===== config.mk =====
export PLATFORM = sky130hd
export DESIGN_NAME = tga_rle_pixel_decoder_top_flat
export DESIGN_NICKNAME = d
export VERILOG_FILES = /design/src/trd_pkg.sv /design/src/trd_in_if.sv /design/src/trd_out_if.sv /design/src/trd_front.sv /design/src/trd_queue.sv /design/src/trd_back.sv /design/src/tga_rle_pixel_decoder_top.sv /design/src/flat_wrapper.sv
export VERILOG_INCLUDE_DIRS = /design/src /design/src/src
export SDC_FILE = /design/constraint.sdc
export NUM_CORES = 1
export LEC_CHECK = 0
export BUFFER_PORTS_ARGS = -buffer_cell sky130_fd_sc_hd__buf_2
export CAP_MARGIN = 10
export CORE_MARGIN = 2
export CORE_UTILIZATION = 57
export DETAILED_ROUTE_END_ITERATION = 6
export PLACE_DENSITY = 0.86
export SLEW_MARGIN = 20
export SYNTH_ARGS = -nofsm -noshare
export SYNTH_HDL_FRONTEND = slang
export SYNTH_SLANG_ARGS = --single-unit

===== constraint.sdc =====
create_clock -name clk -period 15.2 [get_ports clk]
set_input_delay 1.52 -clock clk [delete_from_list [all_inputs] [get_ports clk]]
set_output_delay 1.52 -clock clk [all_outputs]
set_load 0.01 [all_outputs]

===== src/tga_rle_pixel_decoder_top_defines.svh =====
// Assertion macros for the TGA run-length pixel decoder.
// Included by the top level; expects clk and arst_n in scope.
`ifndef TGA_RLE_PIXEL_DECODER_TOP_DEFINES_SVH
`define TGA_RLE_PIXEL_DECODER_TOP_DEFINES_SVH

// Check prop in the same cycle in which pre holds
`define TRD_ASSERT_NOW(name, pre, prop, msg) \
	name: assert property (@(posedge clk) disable iff (!arst_n) (pre) |-> (prop)) \
		else $error(msg);

// Check prop in the cycle after the one in which pre holds
`define TRD_ASSERT_NEXT(name, pre, prop, msg) \
	name: assert property (@(posedge clk) disable iff (!arst_n) (pre) |=> (prop)) \
		else $error(msg);

`endif


===== src/trd_pkg.sv =====
// Shared types and constants of the TGA run-length pixel decoder.
// No dependencies; imported by the front, queue, back and top level.
package trd_pkg;

	// Result status codes
	localparam logic [1:0] ST_SPAN   = 2'd0;
	localparam logic [1:0] ST_REJECT = 2'd1;
	localparam logic [1:0] ST_ACCEPT = 2'd2;

	// Header checks
	localparam logic [7:0] KIND_RAW  = 8'd2;
	localparam logic [7:0] KIND_RLE  = 8'd10;
	localparam logic [7:0] DEPTH_32  = 8'd32;
	localparam int         FLIP_BIT  = 4;
	localparam int         RUN_BIT   = 7;

	// One decoded result on its way from front to back (row not yet flipped)
	typedef struct packed {
		logic [1:0]  status;
		logic [31:0] word;
		logic [15:0] row;
		logic [15:0] col;
		logic [7:0]  len;
		logic        clip;
		logic [15:0] width;
		logic [15:0] height;
		logic        last;
		logic        flip;
	} trd_entry_t;

endpackage


===== src/trd_in_if.sv =====
// Byte stream channel into the TGA decoder: valid/ready plus one file byte.
// No dependencies.
interface trd_in_if;
	logic       valid;
	logic       ready;
	logic [7:0] data_byte;
	logic       start_of_file;

	modport source (output valid, output data_byte, output start_of_file, input ready);
	modport sink (input valid, input data_byte, input start_of_file, output ready);
endinterface


===== src/trd_out_if.sv =====
// Result channel out of the TGA decoder: valid/ready plus one span or header result.
// No dependencies.
interface trd_out_if;
	logic        valid;
	logic        ready;
	logic [1:0]  status;
	logic [31:0] pixel_word;
	logic [15:0] dest_row;
	logic [15:0] dest_col;
	logic [7:0]  span_length;
	logic        run_clipped;
	logic [15:0] image_width;
	logic [15:0] image_height;
	logic        last_span;

	modport source (output valid, output status, output pixel_word, output dest_row,
		output dest_col, output span_length, output run_clipped, output image_width,
		output image_height, output last_span, input ready);
	modport sink (input valid, input status, input pixel_word, input dest_row,
		input dest_col, input span_length, input run_clipped, input image_width,
		input image_height, input last_span, output ready);
endinterface


===== src/trd_front.sv =====
// Front of the TGA decoder: header parser, packet and pixel gathering, span positions.
// Depends on trd_pkg; pushes trd_entry_t items into the queue.
module trd_front
	import trd_pkg::*;
(
	input  logic        clk,
	input  logic        arst_n,
	input  logic        byte_valid,
	output logic        byte_ready,
	input  logic [7:0]  data_byte,
	input  logic        start_of_file,
	input  logic        queue_full,
	output logic        push,
	output trd_entry_t  push_entry
);

	localparam logic [2:0] PH_IDLE   = 3'd0;
	localparam logic [2:0] PH_HEADER = 3'd1;
	localparam logic [2:0] PH_SKIPID = 3'd2;
	localparam logic [2:0] PH_PKTHDR = 3'd3;
	localparam logic [2:0] PH_PIXEL  = 3'd4;
	localparam logic [2:0] PH_DONE   = 3'd5;

	localparam logic [4:0] HB_ID_LEN = 5'd0;
	localparam logic [4:0] HB_CMAP   = 5'd1;
	localparam logic [4:0] HB_KIND   = 5'd2;
	localparam logic [4:0] HB_W_LO   = 5'd12;
	localparam logic [4:0] HB_W_HI   = 5'd13;
	localparam logic [4:0] HB_H_LO   = 5'd14;
	localparam logic [4:0] HB_H_HI   = 5'd15;
	localparam logic [4:0] HB_DEPTH  = 5'd16;
	localparam logic [4:0] HB_DESC   = 5'd17;

	logic [2:0]  phase_q, phase_d, phase_cur;
	logic [4:0]  hdr_cnt_q, hdr_cnt_d, hdr_cnt_cur;
	logic [7:0]  id_left_q, id_left_d;
	logic [7:0]  cmap_q, cmap_d;
	logic [7:0]  kind_q, kind_d;
	logic [7:0]  depth_q, depth_d;
	logic        flip_q, flip_d;
	logic [15:0] width_q, width_d;
	logic [15:0] height_q, height_d;
	logic [15:0] row_q, row_d;
	logic [15:0] col_q, col_d;
	logic        is_run_q, is_run_d;
	logic [7:0]  pkt_left_q, pkt_left_d;
	logic [1:0]  cbi_q, cbi_d;
	logic [23:0] partial_q, partial_d;

	logic        accept;
	logic        enter_data;
	logic        emit;
	logic [7:0]  span_len;
	logic        span_clip;
	logic [16:0] room;
	logic [16:0] next_col;
	logic [15:0] row_inc;

	assign byte_ready = !queue_full;
	assign accept     = byte_valid && byte_ready;

	always_comb begin
		phase_cur   = start_of_file ? PH_HEADER : phase_q;
		hdr_cnt_cur = start_of_file ? 5'd0 : hdr_cnt_q;
		phase_d     = phase_cur;
		hdr_cnt_d   = hdr_cnt_cur;
		id_left_d   = id_left_q;
		cmap_d      = cmap_q;
		kind_d      = kind_q;
		depth_d     = depth_q;
		flip_d      = flip_q;
		width_d     = width_q;
		height_d    = height_q;
		row_d       = row_q;
		col_d       = col_q;
		is_run_d    = is_run_q;
		pkt_left_d  = pkt_left_q;
		cbi_d       = cbi_q;
		partial_d   = partial_q;
		enter_data  = 1'b0;
		emit        = 1'b0;
		span_len    = 8'd1;
		span_clip   = 1'b0;
		room        = {1'b0, width_q} - {1'b0, col_q};
		next_col    = 17'd0;
		row_inc     = row_q + 16'd1;
		push        = 1'b0;
		push_entry  = '0;
		push_entry.width  = width_q;
		push_entry.height = height_q;

		case (phase_cur)
			PH_HEADER: begin
				case (hdr_cnt_cur)
					HB_ID_LEN: id_left_d = data_byte;
					HB_CMAP:   cmap_d    = data_byte;
					HB_KIND:   kind_d    = data_byte;
					HB_W_LO:   width_d   = {width_q[15:8], data_byte};
					HB_W_HI:   width_d   = {data_byte, width_q[7:0]};
					HB_H_LO:   height_d  = {height_q[15:8], data_byte};
					HB_H_HI:   height_d  = {data_byte, height_q[7:0]};
					HB_DEPTH:  depth_d   = data_byte;
					HB_DESC:   flip_d    = data_byte[FLIP_BIT];
					default:   ;
				endcase
				if (hdr_cnt_cur < HB_DESC) begin
					hdr_cnt_d = hdr_cnt_cur + 5'd1;
				end else begin
					hdr_cnt_d = 5'd0;
					push      = 1'b1;
					if (cmap_q != 8'd0 || (kind_q != KIND_RLE && kind_q != KIND_RAW)
						|| depth_q != DEPTH_32) begin
						phase_d           = PH_DONE;
						push_entry.status = ST_REJECT;
					end else if (width_q == 16'd0 || height_q == 16'd0) begin
						phase_d           = PH_DONE;
						push_entry.status = ST_ACCEPT;
						push_entry.last   = 1'b1;
					end else begin
						push_entry.status = ST_ACCEPT;
						if (id_left_q != 8'd0) begin
							phase_d = PH_SKIPID;
						end else begin
							enter_data = 1'b1;
						end
					end
				end
			end
			PH_SKIPID: begin
				id_left_d = id_left_q - 8'd1;
				if (id_left_d == 8'd0) begin
					enter_data = 1'b1;
				end
			end
			PH_PKTHDR: begin
				is_run_d   = data_byte[RUN_BIT];
				pkt_left_d = {1'b0, data_byte[6:0]} + 8'd1;
				cbi_d      = 2'd0;
				partial_d  = 24'd0;
				phase_d    = PH_PIXEL;
			end
			PH_PIXEL: begin
				if (cbi_q != 2'd3) begin
					partial_d = partial_q | ({16'd0, data_byte} << {cbi_q, 3'b000});
					cbi_d     = cbi_q + 2'd1;
				end else begin
					cbi_d     = 2'd0;
					partial_d = 24'd0;
					emit      = 1'b1;
					if (kind_q != KIND_RLE) begin
						span_len = 8'd1;
					end else if (is_run_q) begin
						span_len = pkt_left_q;
						if ({9'd0, pkt_left_q} > room) begin
							span_len  = room[7:0];
							span_clip = 1'b1;
						end
						pkt_left_d = 8'd0;
						phase_d    = PH_PKTHDR;
					end else begin
						pkt_left_d = pkt_left_q - 8'd1;
						if (pkt_left_d == 8'd0) begin
							phase_d = PH_PKTHDR;
						end
					end
				end
			end
			default: ;
		endcase

		// Fresh image body: clear position and packet state and pick the first body phase
		if (enter_data) begin
			row_d      = 16'd0;
			col_d      = 16'd0;
			cbi_d      = 2'd0;
			partial_d  = 24'd0;
			pkt_left_d = 8'd0;
			is_run_d   = 1'b0;
			if (width_q == 16'd0 || height_q == 16'd0) begin
				phase_d = PH_DONE;
			end else if (kind_q == KIND_RLE) begin
				phase_d = PH_PKTHDR;
			end else begin
				phase_d = PH_PIXEL;
			end
		end

		// Place the span and advance the raster position
		if (emit) begin
			push              = 1'b1;
			push_entry.status = ST_SPAN;
			push_entry.word   = {data_byte, partial_q};
			push_entry.row    = row_q;
			push_entry.col    = col_q;
			push_entry.len    = span_len;
			push_entry.clip   = span_clip;
			push_entry.flip   = flip_q;
			next_col          = {1'b0, col_q} + {9'd0, span_len};
			if (next_col >= {1'b0, width_q}) begin
				col_d = 16'd0;
				row_d = row_inc;
				if (row_inc >= height_q) begin
					push_entry.last = 1'b1;
					phase_d         = PH_DONE;
				end
			end else begin
				col_d = next_col[15:0];
			end
		end

		push = push && accept;
	end

	always_ff @(posedge clk or negedge arst_n) begin
		if (!arst_n) begin
			phase_q    <= PH_IDLE;
			hdr_cnt_q  <= '0;
			id_left_q  <= '0;
			cmap_q     <= '0;
			kind_q     <= '0;
			depth_q    <= '0;
			flip_q     <= 1'b0;
			width_q    <= '0;
			height_q   <= '0;
			row_q      <= '0;
			col_q      <= '0;
			is_run_q   <= 1'b0;
			pkt_left_q <= '0;
			cbi_q      <= '0;
			partial_q  <= '0;
		end else if (accept) begin
			phase_q    <= phase_d;
			hdr_cnt_q  <= hdr_cnt_d;
			id_left_q  <= id_left_d;
			cmap_q     <= cmap_d;
			kind_q     <= kind_d;
			depth_q    <= depth_d;
			flip_q     <= flip_d;
			width_q    <= width_d;
			height_q   <= height_d;
			row_q      <= row_d;
			col_q      <= col_d;
			is_run_q   <= is_run_d;
			pkt_left_q <= pkt_left_d;
			cbi_q      <= cbi_d;
			partial_q  <= partial_d;
		end
	end

endmodule


===== src/trd_queue.sv =====
// Short queue of decoded results between the front and the back of the TGA decoder.
// Depends on trd_pkg for trd_entry_t.
module trd_queue
	import trd_pkg::*;
#(
	parameter int DEPTH = 2
) (
	input  logic       clk,
	input  logic       arst_n,
	input  logic       push,
	input  trd_entry_t push_entry,
	output logic       full,
	input  logic       pop,
	output logic       not_empty,
	output trd_entry_t head
);

	localparam int PTR_W = (DEPTH > 1) ? $clog2(DEPTH) : 1;
	localparam int CNT_W = $clog2(DEPTH + 1);
	localparam logic [PTR_W-1:0] PTR_LAST = PTR_W'(DEPTH - 1);
	localparam logic [CNT_W-1:0] CNT_FULL = CNT_W'(DEPTH);

	trd_entry_t       slots_q [DEPTH];
	logic [PTR_W-1:0] wr_ptr_q, rd_ptr_q;
	logic [CNT_W-1:0] count_q;

	assign full      = (count_q == CNT_FULL);
	assign not_empty = (count_q != '0);
	assign head      = slots_q[rd_ptr_q];

	always_ff @(posedge clk) begin
		if (push) begin
			slots_q[wr_ptr_q] <= push_entry;
		end
	end

	always_ff @(posedge clk or negedge arst_n) begin
		if (!arst_n) begin
			wr_ptr_q <= '0;
			rd_ptr_q <= '0;
			count_q  <= '0;
		end else begin
			if (push) begin
				wr_ptr_q <= (wr_ptr_q == PTR_LAST) ? '0 : wr_ptr_q + PTR_W'(1);
			end
			if (pop) begin
				rd_ptr_q <= (rd_ptr_q == PTR_LAST) ? '0 : rd_ptr_q + PTR_W'(1);
			end
			case ({push, pop})
				2'b10:   count_q <= count_q + CNT_W'(1);
				2'b01:   count_q <= count_q - CNT_W'(1);
				default: ;
			endcase
		end
	end

endmodule


===== src/trd_back.sv =====
// Back of the TGA decoder: applies the vertical flip and holds the result register.
// Depends on trd_pkg and trd_out_if.
module trd_back
	import trd_pkg::*;
(
	input  logic       clk,
	input  logic       arst_n,
	input  logic       head_valid,
	input  trd_entry_t head,
	output logic       pop,
	trd_out_if.source  spans
);

	logic        valid_q;
	logic [15:0] dest_row;

	assign pop      = head_valid && (!valid_q || spans.ready);
	assign dest_row = head.flip ? (head.height - 16'd1 - head.row) : head.row;

	always_ff @(posedge clk or negedge arst_n) begin
		if (!arst_n) begin
			valid_q <= 1'b0;
		end else if (!valid_q || spans.ready) begin
			valid_q <= head_valid;
		end
	end

	always_ff @(posedge clk) begin
		if (pop) begin
			spans.status       <= head.status;
			spans.pixel_word   <= head.word;
			spans.dest_row     <= dest_row;
			spans.dest_col     <= head.col;
			spans.span_length  <= head.len;
			spans.run_clipped  <= head.clip;
			spans.image_width  <= head.width;
			spans.image_height <= head.height;
			spans.last_span    <= head.last;
		end
	end

	assign spans.valid = valid_q;

endmodule


===== src/tga_rle_pixel_decoder_top.sv =====
// Usage of the TGA run-length pixel decoder (32-bit true-color, raw or RLE).
// Channels: file_bytes carries one file byte per beat, with start_of_file set on
// header byte 0; spans carries one result per beat: a header verdict (status
// reject or accept, with width and height) or a pixel span (word, row, column,
// length, clip flag, last flag).
// Throughput: one byte per cycle while the queue is not full; every byte costs constant work in the
// front, which is the single stage that sets the rate.
// Path: a byte that completes a result is pushed into the queue at its beat; the
// result then passes from the queue into the output register, from which spans
// presents it until it is taken.
// Reset: the parser goes idle and ignores bytes until one with start_of_file;
// queue and output register are emptied. start_of_file restarts parsing at any time.
// Stall: the queue (QUEUE_DEPTH results) plus the output register absorb a stalled
// receiver; once the queue is full, file_bytes.ready drops until a result leaves.
// Nothing is produced after the last span or after a rejected header until the
// next start_of_file.
`include "tga_rle_pixel_decoder_top_defines.svh"

module tga_rle_pixel_decoder_top
	import trd_pkg::*;
#(
	parameter int QUEUE_DEPTH = 2
) (
	input  logic     clk,
	input  logic     arst_n,
	trd_in_if.sink   file_bytes,
	trd_out_if.source spans
);

	logic       push;
	logic       queue_full;
	logic       pop;
	logic       head_valid;
	trd_entry_t push_entry;
	trd_entry_t head;

	// Parse and place: one byte per beat, at most one result pushed
	trd_front u_front (
		.clk           (clk),
		.arst_n        (arst_n),
		.byte_valid    (file_bytes.valid),
		.byte_ready    (file_bytes.ready),
		.data_byte     (file_bytes.data_byte),
		.start_of_file (file_bytes.start_of_file),
		.queue_full    (queue_full),
		.push          (push),
		.push_entry    (push_entry)
	);

	// Decouple the parser from a stalling receiver
	trd_queue #(
		.DEPTH (QUEUE_DEPTH)
	) u_queue (
		.clk        (clk),
		.arst_n     (arst_n),
		.push       (push),
		.push_entry (push_entry),
		.full       (queue_full),
		.pop        (pop),
		.not_empty  (head_valid),
		.head       (head)
	);

	// Flip rows and hold the result until taken
	trd_back u_back (
		.clk        (clk),
		.arst_n     (arst_n),
		.head_valid (head_valid),
		.head       (head),
		.pop        (pop),
		.spans      (spans)
	);

	`TRD_ASSERT_NOW(a_no_push_when_full, push, !queue_full, "push into a full queue")
	`TRD_ASSERT_NOW(a_pop_needs_item, pop, head_valid, "pop from an empty queue")
	`TRD_ASSERT_NOW(a_span_nonzero, spans.valid && spans.status == ST_SPAN, spans.span_length != 8'd0, "span of length zero")
	`TRD_ASSERT_NOW(a_span_in_row, spans.valid && spans.status == ST_SPAN, spans.dest_col < spans.image_width, "span column beyond image width")
	`TRD_ASSERT_NEXT(a_hold_on_stall, spans.valid && !spans.ready, spans.valid, "beat dropped while stalled")

endmodule

===== src/flat_wrapper.sv =====
// flat-port wrapper written by rule: the top's interface ports become plain ports
module tga_rle_pixel_decoder_top_flat import trd_pkg::*;
#(
	parameter int QUEUE_DEPTH = 2
)
  (clk, arst_n, file_bytes_valid, file_bytes_data_byte, file_bytes_start_of_file, file_bytes_ready, spans_valid, spans_status, spans_pixel_word, spans_dest_row, spans_dest_col, spans_span_length, spans_run_clipped, spans_image_width, spans_image_height, spans_last_span, spans_ready);
  trd_in_if file_bytes_i ();
  trd_out_if spans_i ();
  input  logic clk;
  input  logic arst_n;
  input wire logic [$bits(file_bytes_i.valid)-1:0] file_bytes_valid;
  input wire logic [$bits(file_bytes_i.data_byte)-1:0] file_bytes_data_byte;
  input wire logic [$bits(file_bytes_i.start_of_file)-1:0] file_bytes_start_of_file;
  output wire logic [$bits(file_bytes_i.ready)-1:0] file_bytes_ready;
  output wire logic [$bits(spans_i.valid)-1:0] spans_valid;
  output wire logic [$bits(spans_i.status)-1:0] spans_status;
  output wire logic [$bits(spans_i.pixel_word)-1:0] spans_pixel_word;
  output wire logic [$bits(spans_i.dest_row)-1:0] spans_dest_row;
  output wire logic [$bits(spans_i.dest_col)-1:0] spans_dest_col;
  output wire logic [$bits(spans_i.span_length)-1:0] spans_span_length;
  output wire logic [$bits(spans_i.run_clipped)-1:0] spans_run_clipped;
  output wire logic [$bits(spans_i.image_width)-1:0] spans_image_width;
  output wire logic [$bits(spans_i.image_height)-1:0] spans_image_height;
  output wire logic [$bits(spans_i.last_span)-1:0] spans_last_span;
  input wire logic [$bits(spans_i.ready)-1:0] spans_ready;
  assign file_bytes_i.valid = file_bytes_valid;
  assign file_bytes_i.data_byte = file_bytes_data_byte;
  assign file_bytes_i.start_of_file = file_bytes_start_of_file;
  assign file_bytes_ready = file_bytes_i.ready;
  assign spans_valid = spans_i.valid;
  assign spans_status = spans_i.status;
  assign spans_pixel_word = spans_i.pixel_word;
  assign spans_dest_row = spans_i.dest_row;
  assign spans_dest_col = spans_i.dest_col;
  assign spans_span_length = spans_i.span_length;
  assign spans_run_clipped = spans_i.run_clipped;
  assign spans_image_width = spans_i.image_width;
  assign spans_image_height = spans_i.image_height;
  assign spans_last_span = spans_i.last_span;
  assign spans_i.ready = spans_ready;
  tga_rle_pixel_decoder_top #(.QUEUE_DEPTH(QUEUE_DEPTH)) u_core (.clk(clk), .arst_n(arst_n), .file_bytes(file_bytes_i), .spans(spans_i));
endmodule

# After elaboration in Yosys (flattened, before gate mapping)
# Memories as Yosys holds them, arrays and structs flattened.
# Cells that the tools add are included.
[op_classes]
n_mux = 80
bitwise = 5
n_addsub = 14
eq_ne = 23
div_mod_pow = 0
shifts = 1
magnitude_cmp = 4
mul = 0
n_reduce_logical = 36
[ops]
columns = ["operator", "count"]
rows = [
  ["2-to-1 mux 16 bit", 7],
  ["2-to-1 mux 8 bit", 10],
  ["2-to-1 mux 75 bit", 1],
  ["one-hot mux 16 bit (2 select lines)", 2],
  ["2-to-1 mux 24 bit", 2],
  ["one-hot mux 24 bit (2 select lines)", 1],
  ["2-to-1 mux 3 bit", 15],
  ["logical NOT 16 bit", 2],
  ["one-hot mux 8 bit (2 select lines)", 2],
  ["2-to-1 mux 1 bit", 27],
  ["OR 24 bit", 1],
  ["<< shifter 8 x 5 -> 24 bit", 1],
  ["== test 5 x 4 -> 1 bit, second input constant", 4],
  ["AND reduction 4 bit", 5],
  ["adder 16 x 8 -> 17 bit", 1],
  [">= comparator 17 x 16 -> 1 bit", 1],
  ["> comparator 8 x 17 -> 1 bit", 1],
  ["subtractor 16 x 16 -> 17 bit", 1],
  ["adder 16 x 1 -> 16 bit, second input constant", 1],
  [">= comparator 16 bit", 1],
  ["logical NOT 8 bit", 2],
  ["nonzero test 8 bit", 2],
  ["subtractor 16 x 1 -> 16 bit, second input constant", 1],
  ["subtractor 16 bit", 1],
  ["other kinds (36)", 71],
]
[totals]
output_inout_bits = 110
latch_bits = 0
n_memories = 1
ram_bits = 218
romBits = 0
reg_bits = 253
[memory_table]
columns = ["name", "depth", "width", "rd", "rd_ports_with_merged_regs", "write_ports", "line_no", "text"]
rows = [
  ["u_core.u_queue.slots_q", 2, 109, 1, 0, 1, "trd_queue.sv:23", "trd_entry_t slots_q [DEPTH];"],
]

# Logic depth before layout (Yosys ltp)
[depth]
ltp_word = 11
mapped_depth = 39
ltp_nobuf = 36

# Modules after synthesis
# Synthesis repeated with hierarchy kept, for this count alone.
[hier_totals]
hier_cells = 1703
hier_area_um2 = 22585.4
[modules_own_cells]
columns = ["module", "seq_area_each_um2", "cells_per_inst", "area_per_inst_um2", "instances"]
rows = [
  ["trd_front", 3503.4, 1090, 9738.1, 1],
  ["trd_queue", 6646.4, 355, 8552.0, 1],
  ["trd_back", 3268.1, 258, 4295.4, 1],
]

# Worst setup path before layout
# Ideal clock, no wire load.
[synth_timing]
path_type = "in2reg"
start = "input spans_ready"
end = "register u_core.u_queue.count_q[1]"
arrival_time_ns = 8.052
setup_slack_ns = 7.068
required_ns = 15.121
cell_stages = 5
n_path_buf = 0
cell_sequence = "inv_1 -> a21oi_1 -> ha_1 -> nor2_1 -> xor2_1"
[synth_between]
elab_chain_cells = 4
word_cells_on_any_way = 6
classes_between = "eq/ne: 2; mux: 1; reduce/logical: 3"
[synth_lines]
columns = ["item", "line_no", "text"]
rows = [
  ["start, declared", "flat_wrapper.sv:25", "input wire logic [$bits(spans_i.ready)-1:0] spans_ready;"],
  ["logical OR 1 bit (*)", "trd_back.sv:17", "assign pop = head_valid && (!valid_q || spans.ready);"],
  ["logical AND 1 bit (*)", "trd_back.sv:17", ""],
  ["via u_core.pop", "tga_rle_pixel_decoder_top.sv:32", "logic pop;"],
  ["== test 2 x 1 -> 1 bit / == test 2 bit (equally long branches)", "trd_queue.sv:49", "case ({push, pop})"],
  ["one-hot mux 2 bit (2 select lines) / nonzero test 2 bit (equally long branches)", "-", ""],
  ["end signal, assigned", "trd_queue.sv:50", "2'b10: count_q <= count_q + CNT_W'(1);"],
  ["end signal, assigned", "trd_queue.sv:51", "2'b01: count_q <= count_q - CNT_W'(1);"],
  ["end, declared", "trd_queue.sv:25", "logic [CNT_W-1:0] count_q;"],
]
# The timed path passes the listed nets; every way through them passes the cells marked *.
# A chain may end at the register's enable or synchronous reset.

# Worst setup path in the final report
[layout_timing]
start = "register u_core.u_front.col_q[1]"
end = "register u_core.u_front.row_q[4]"
[layout_between]
elab_chain_cells = 11
[layout_lines]
columns = ["item", "line_no", "text"]
rows = [
  ["start, declared", "trd_front.sv:44", "logic [15:0] col_q, col_d;"],
  ["start signal, assigned", "trd_front.sv:242", "col_q <= col_d;"],
  ["subtractor 16 x 16 -> 17 bit", "trd_front.sv:84", "room = {1'b0, width_q} - {1'b0, col_q};"],
  ["> comparator 8 x 17 -> 1 bit", "trd_front.sv:154", "if ({9'd0, pkt_left_q} > room) begin"],
  ["2-to-1 mux 8 bit", "trd_front.sv:154", ""],
  ["2-to-1 mux 8 bit", "trd_front.sv:152", "end else if (is_run_q) begin"],
  ["2-to-1 mux 8 bit", "trd_front.sv:150", "if (kind_q != KIND_RLE) begin"],
  ["2-to-1 mux 8 bit", "trd_front.sv:143", "if (cbi_q != 2'd3) begin"],
  ["2-to-1 mux 8 bit", "trd_front.sv:92", "case (phase_cur)"],
  ["adder 16 x 8 -> 17 bit (*)", "trd_front.sv:198", "next_col = {1'b0, col_q} + {9'd0, span_len};"],
  [">= comparator 17 x 16 -> 1 bit (*)", "trd_front.sv:199", "if (next_col >= {1'b0, width_q}) begin"],
  ["2-to-1 mux 16 bit (*)", "trd_front.sv:199", ""],
  ["2-to-1 mux 16 bit (*)", "trd_front.sv:189", "if (emit) begin"],
  ["end signal, assigned", "trd_front.sv:241", "row_q <= row_d;"],
  ["end, declared", "trd_front.sv:43", "logic [15:0] row_q, row_d;"],
]
# Every way passes the cells marked *; elsewhere a longest branch is shown, timed or not.

==> flow_summary.ini <==
[floorplan]
die_h_um = 199
start_util_pct = 57.8
die_width_um = 199
io_pins = 123
rows = 71
die_area_um2 = 39800
core_area_um2 = 37700

[route]
route.vias.total = 14000
drcViolationCount = 0
ant_nets = 0
first_iter_violations = 1290
wl_um = 48600
vias_per_cell = 6.03
drt_pass1_iterations = 5
avgRoutedWirePerCell_um = 20.9

[clock_tree]
cts_tree = yes
cts_resized = 0
cts_max_level = 2
cts_root_buffer = clkbuf_16
insertion_delay_ns = 0.57
clk_pin_slew_ns = 0.06
ctsHoldBuffers = 0
post_cts_buffers = 0
cts_max_path_buffers = 3
numCtsBuffers = 46
clock-sinks = 471

[cells_and_area]
utilization_pct = 65.0
synthToLayoutAreaGrowth_pct = 12.4
layout-drive-gt1-share_pct = 20.3
num_antenna_cells = 0
fillers = 2714
fin_nets = 1883

[place]
gp_congestion = 0.948
portBuffers = 122
hpwl_um = 32200

[grt]
grt_pass1_vias = 13800
top_usage_layer = met2
use_met3_pct = 3.93
antenna_found_initial = 1
grt_use_total_pct = 24.8
grt_util_met2_pct = 40.6
grt_overflow = 0
grt_pass1_wl_um = 75400
grt_max_degree = 90
use_met1_pct = 34.0

[worst_setup_path]
cp_slowest_stage_delay_ns = 0.83
crit_path_frequent_cell = ha_1
arrival_ns = 9.97
crit_type = flip-flop to flip-flop
startpoint_type = flip-flop
cpMaxStageDelayCell = or3_1
critPathMaxFanout = 23
cp-end-kind = flip-flop
cp.required_ns = 15.65

[synth]
synth_top_cell_by_area = edfxtp_1
synthDistinctLibCells = 89
synthMostInstantiatedCell = edfxtp_1
yosys_most_used_dff = edfxtp_1
synth_edf_count = 326
synth_nets = 1769
avgSynthCellArea_um2 = 13.1
ys_seq_area_share_pct = 61.6
yosysWarnings = 0
async_reset_ff_share_pct = 30.8
synth.area.top_cells = edfxtp_1 (45%), dfrtp_1 (17%), mux2_2 (6.4%), ha_1 (5.3%), o21ai_0 (1.9%)
yosys.area.top_type_share_pct = 44.9
synth-seq-cells = 471
synth_area_um2 = 21800
syn_inst = 1661
synthTopCellsByCount = edfxtp_1 (326), dfrtp_1 (145), mux2_2 (124)

[power_and_ir_drop]
seqPwrFrac_pct = 49.6
powerDensity_nw_per_um2 = 131
clockPowerShare_pct = 37.5
p_int_mw = 2.42
power.leakage_nw = 9.18
netSwitchingFraction_pct = 24.8
ir_drop_mv = 0.0793
p_comb_share_pct = 12.9
power_switching_mw = 0.799
p_total_mw = 3.22

[timing]
tns_ns = 0
tightest_slew_ns = 1.01
rsz0062_at_grt = no
period_needed_ns = 9.52
slew_headroom_pct = 32.2
slew_violations = 0
post-route-period-util_pct = 62.6
setup_viol = 0
max_freq_mhz = 105
fin_skew_ns = 0.0143
whs_ns = 0.501
hold_viol_final = 0

[hold_path]
hp-class = flip-flop to flip-flop

[run_status]
outcome = finished clean

[flow_run]
drv_cap = 0
==> cells in the final DEF (no fill, tap or decap), types with 7 or more instances in the layout <==
cell type,count
a21oi_1,59
or3_1,10
mux2i_1,29
nor2b_1,22
clkbuf_16,48
buf_4,15
clkbuf_1,11
nand2b_1,20
o21ai_0,83
nor2_1,83
ha_1,92
nor3_1,18
xnor2_1,36
edfxtp_1,326
o31ai_1,9
buf_2,121
inv_1,84
nor4_1,16
and2_1,11
mux2_2,124
o21bai_1,7
dfrtp_1,144
nand4_1,16
bufinv_16,8
a31oi_1,10
and3_1,59
a22o_1,40
nand3_1,24
a211oi_1,9
a21o_1,29
nand2_1,104
xor2_1,15
==> routing by layer <==
| metal | vias to the layer above | part of all wire, % |
|---|---|---|
| met1 | 6992 | 43 |
| li1 | 6397 | - |
| met4 | 2 | 2.8 |
| met3 | 92 | 6.6 |
| met5 | - | 0.027 |
| met2 | 516 | 48 |
==> sequential cells by signal, indices dropped and copies added (netlist names), 3 cells and up <==
name and count:
u_core.u_front.col_q 16, u_core.u_back.spans.image_height 16, u_core.u_queue.slots_q 218, u_core.u_front.cmap_q 8, u_core.u_front.row_q 16, u_core.u_front.pkt_left_q 8
u_core.u_front.depth_q 8, u_core.u_front.hdr_cnt_q 5, u_core.u_front.kind_q 8, u_core.u_front.id_left_q 8, u_core.u_back.spans.image_width 16, u_core.u_back.spans.dest_col 16
u_core.u_back.spans.pixel_word 32, u_core.u_front.phase_q 3, u_core.u_front.height_q 16, u_core.u_front.width_q 16, u_core.u_back.spans.dest_row 16, u_core.u_front.partial_q 24
u_core.u_back.spans.span_length 8
==> logic make-up (layout without fill, tap and decap cells) <==
family | after synthesis | after routing | share of synthesized area [%]
compound gates | 313 | 313 | 9.91
fa+ha+maj | 95 | 95 | 5.56
flops | 471 | 471 | 61.6
xor+xnor | 51 | 51 | 2.05
simple gates | 418 | 418 | 9.93
buf+inv | 156 | 307 | 2.96
mux | 157 | 157 | 8.00
==> worst paths after layout <==
kind,startpoint,to,slack [ns],cells after the start
hold / removal,u_core.u_front.partial_q[3]$_DFFE_PN0P_,u_core.u_front.partial_q[3]$_DFFE_PN0P_,0.50,1
setup reg to reg,u_core.u_front.col_q[1]$_DFFE_PN0P_,u_core.u_front.row_q[4]$_DFFE_PN0P_,5.68,34
max in group asynchronous,arst_n,u_core.u_front.width_q[5]$_DFFE_PN0P_,12.84,2
setup / recovery,u_core.u_front.col_q[1]$_DFFE_PN0P_,u_core.u_front.row_q[4]$_DFFE_PN0P_,5.68,34
min in group asynchronous,arst_n,u_core.u_back.spans.valid$_DFFE_PN0N_,1.01,1
hold reg to reg,u_core.u_front.partial_q[3]$_DFFE_PN0P_,u_core.u_front.partial_q[3]$_DFFE_PN0P_,0.50,1
==> area by class of cell <==
cell class | instances | area [µm²] | area share (%)
clock buffer | 63 | 1300 | 5.30
clock inverter | 22 | 323 | 1.32
inverter | 85 | 319 | 1.30
multi-input combinational | 1034 | 7750 | 31.7
sequential | 471 | 13400 | 54.8
tap | 511 | 639 | 2.61
timing repair buffer | 137 | 729 | 2.98
==> through the flow <==
stage | cell area, µm² | cells | setup WS, ns
4_1_cts | 24500 | 2323 | 5.79
5_1_grt | 24500 | 2323 | 5.04
3_5_place_dp | 22900 | 2238 | 5.83
6_report | 24500 | 2323 | 5.68
3_3_place_gp | 22900 | 2238 | 6.06
2_1_floorplan | 21800 | 1661 | 7.07
==> power groups by stage <==
stage / clock [mW] / combinational, mW / sequential (mW)
final: 1.21 / 0.415 / 1.60
after CTS: 1.22 / 0.422 / 1.60
after detailed placement: 0 / 0.419 / 1.62
after global placement: 0 / 0.407 / 1.61
after global routing: 1.28 / 0.454 / 1.61
after floorplan: 0 / 0.237 / 1.65
==> worst max-delay path, delay by kind of cell (launching register included) <==
family	cells	cell delay, ns
buffers and inverters	1	0.09
adders and majority gates	5	1.53
and+or+nand+nor	6	1.90
AOI/OAI and AO/OA	18	4.31
muxes	2	0.73
DFF	1	0.49
xor gates and xnor gates	2	0.33
No activity file was read; power rests on OpenSTA's default activity.
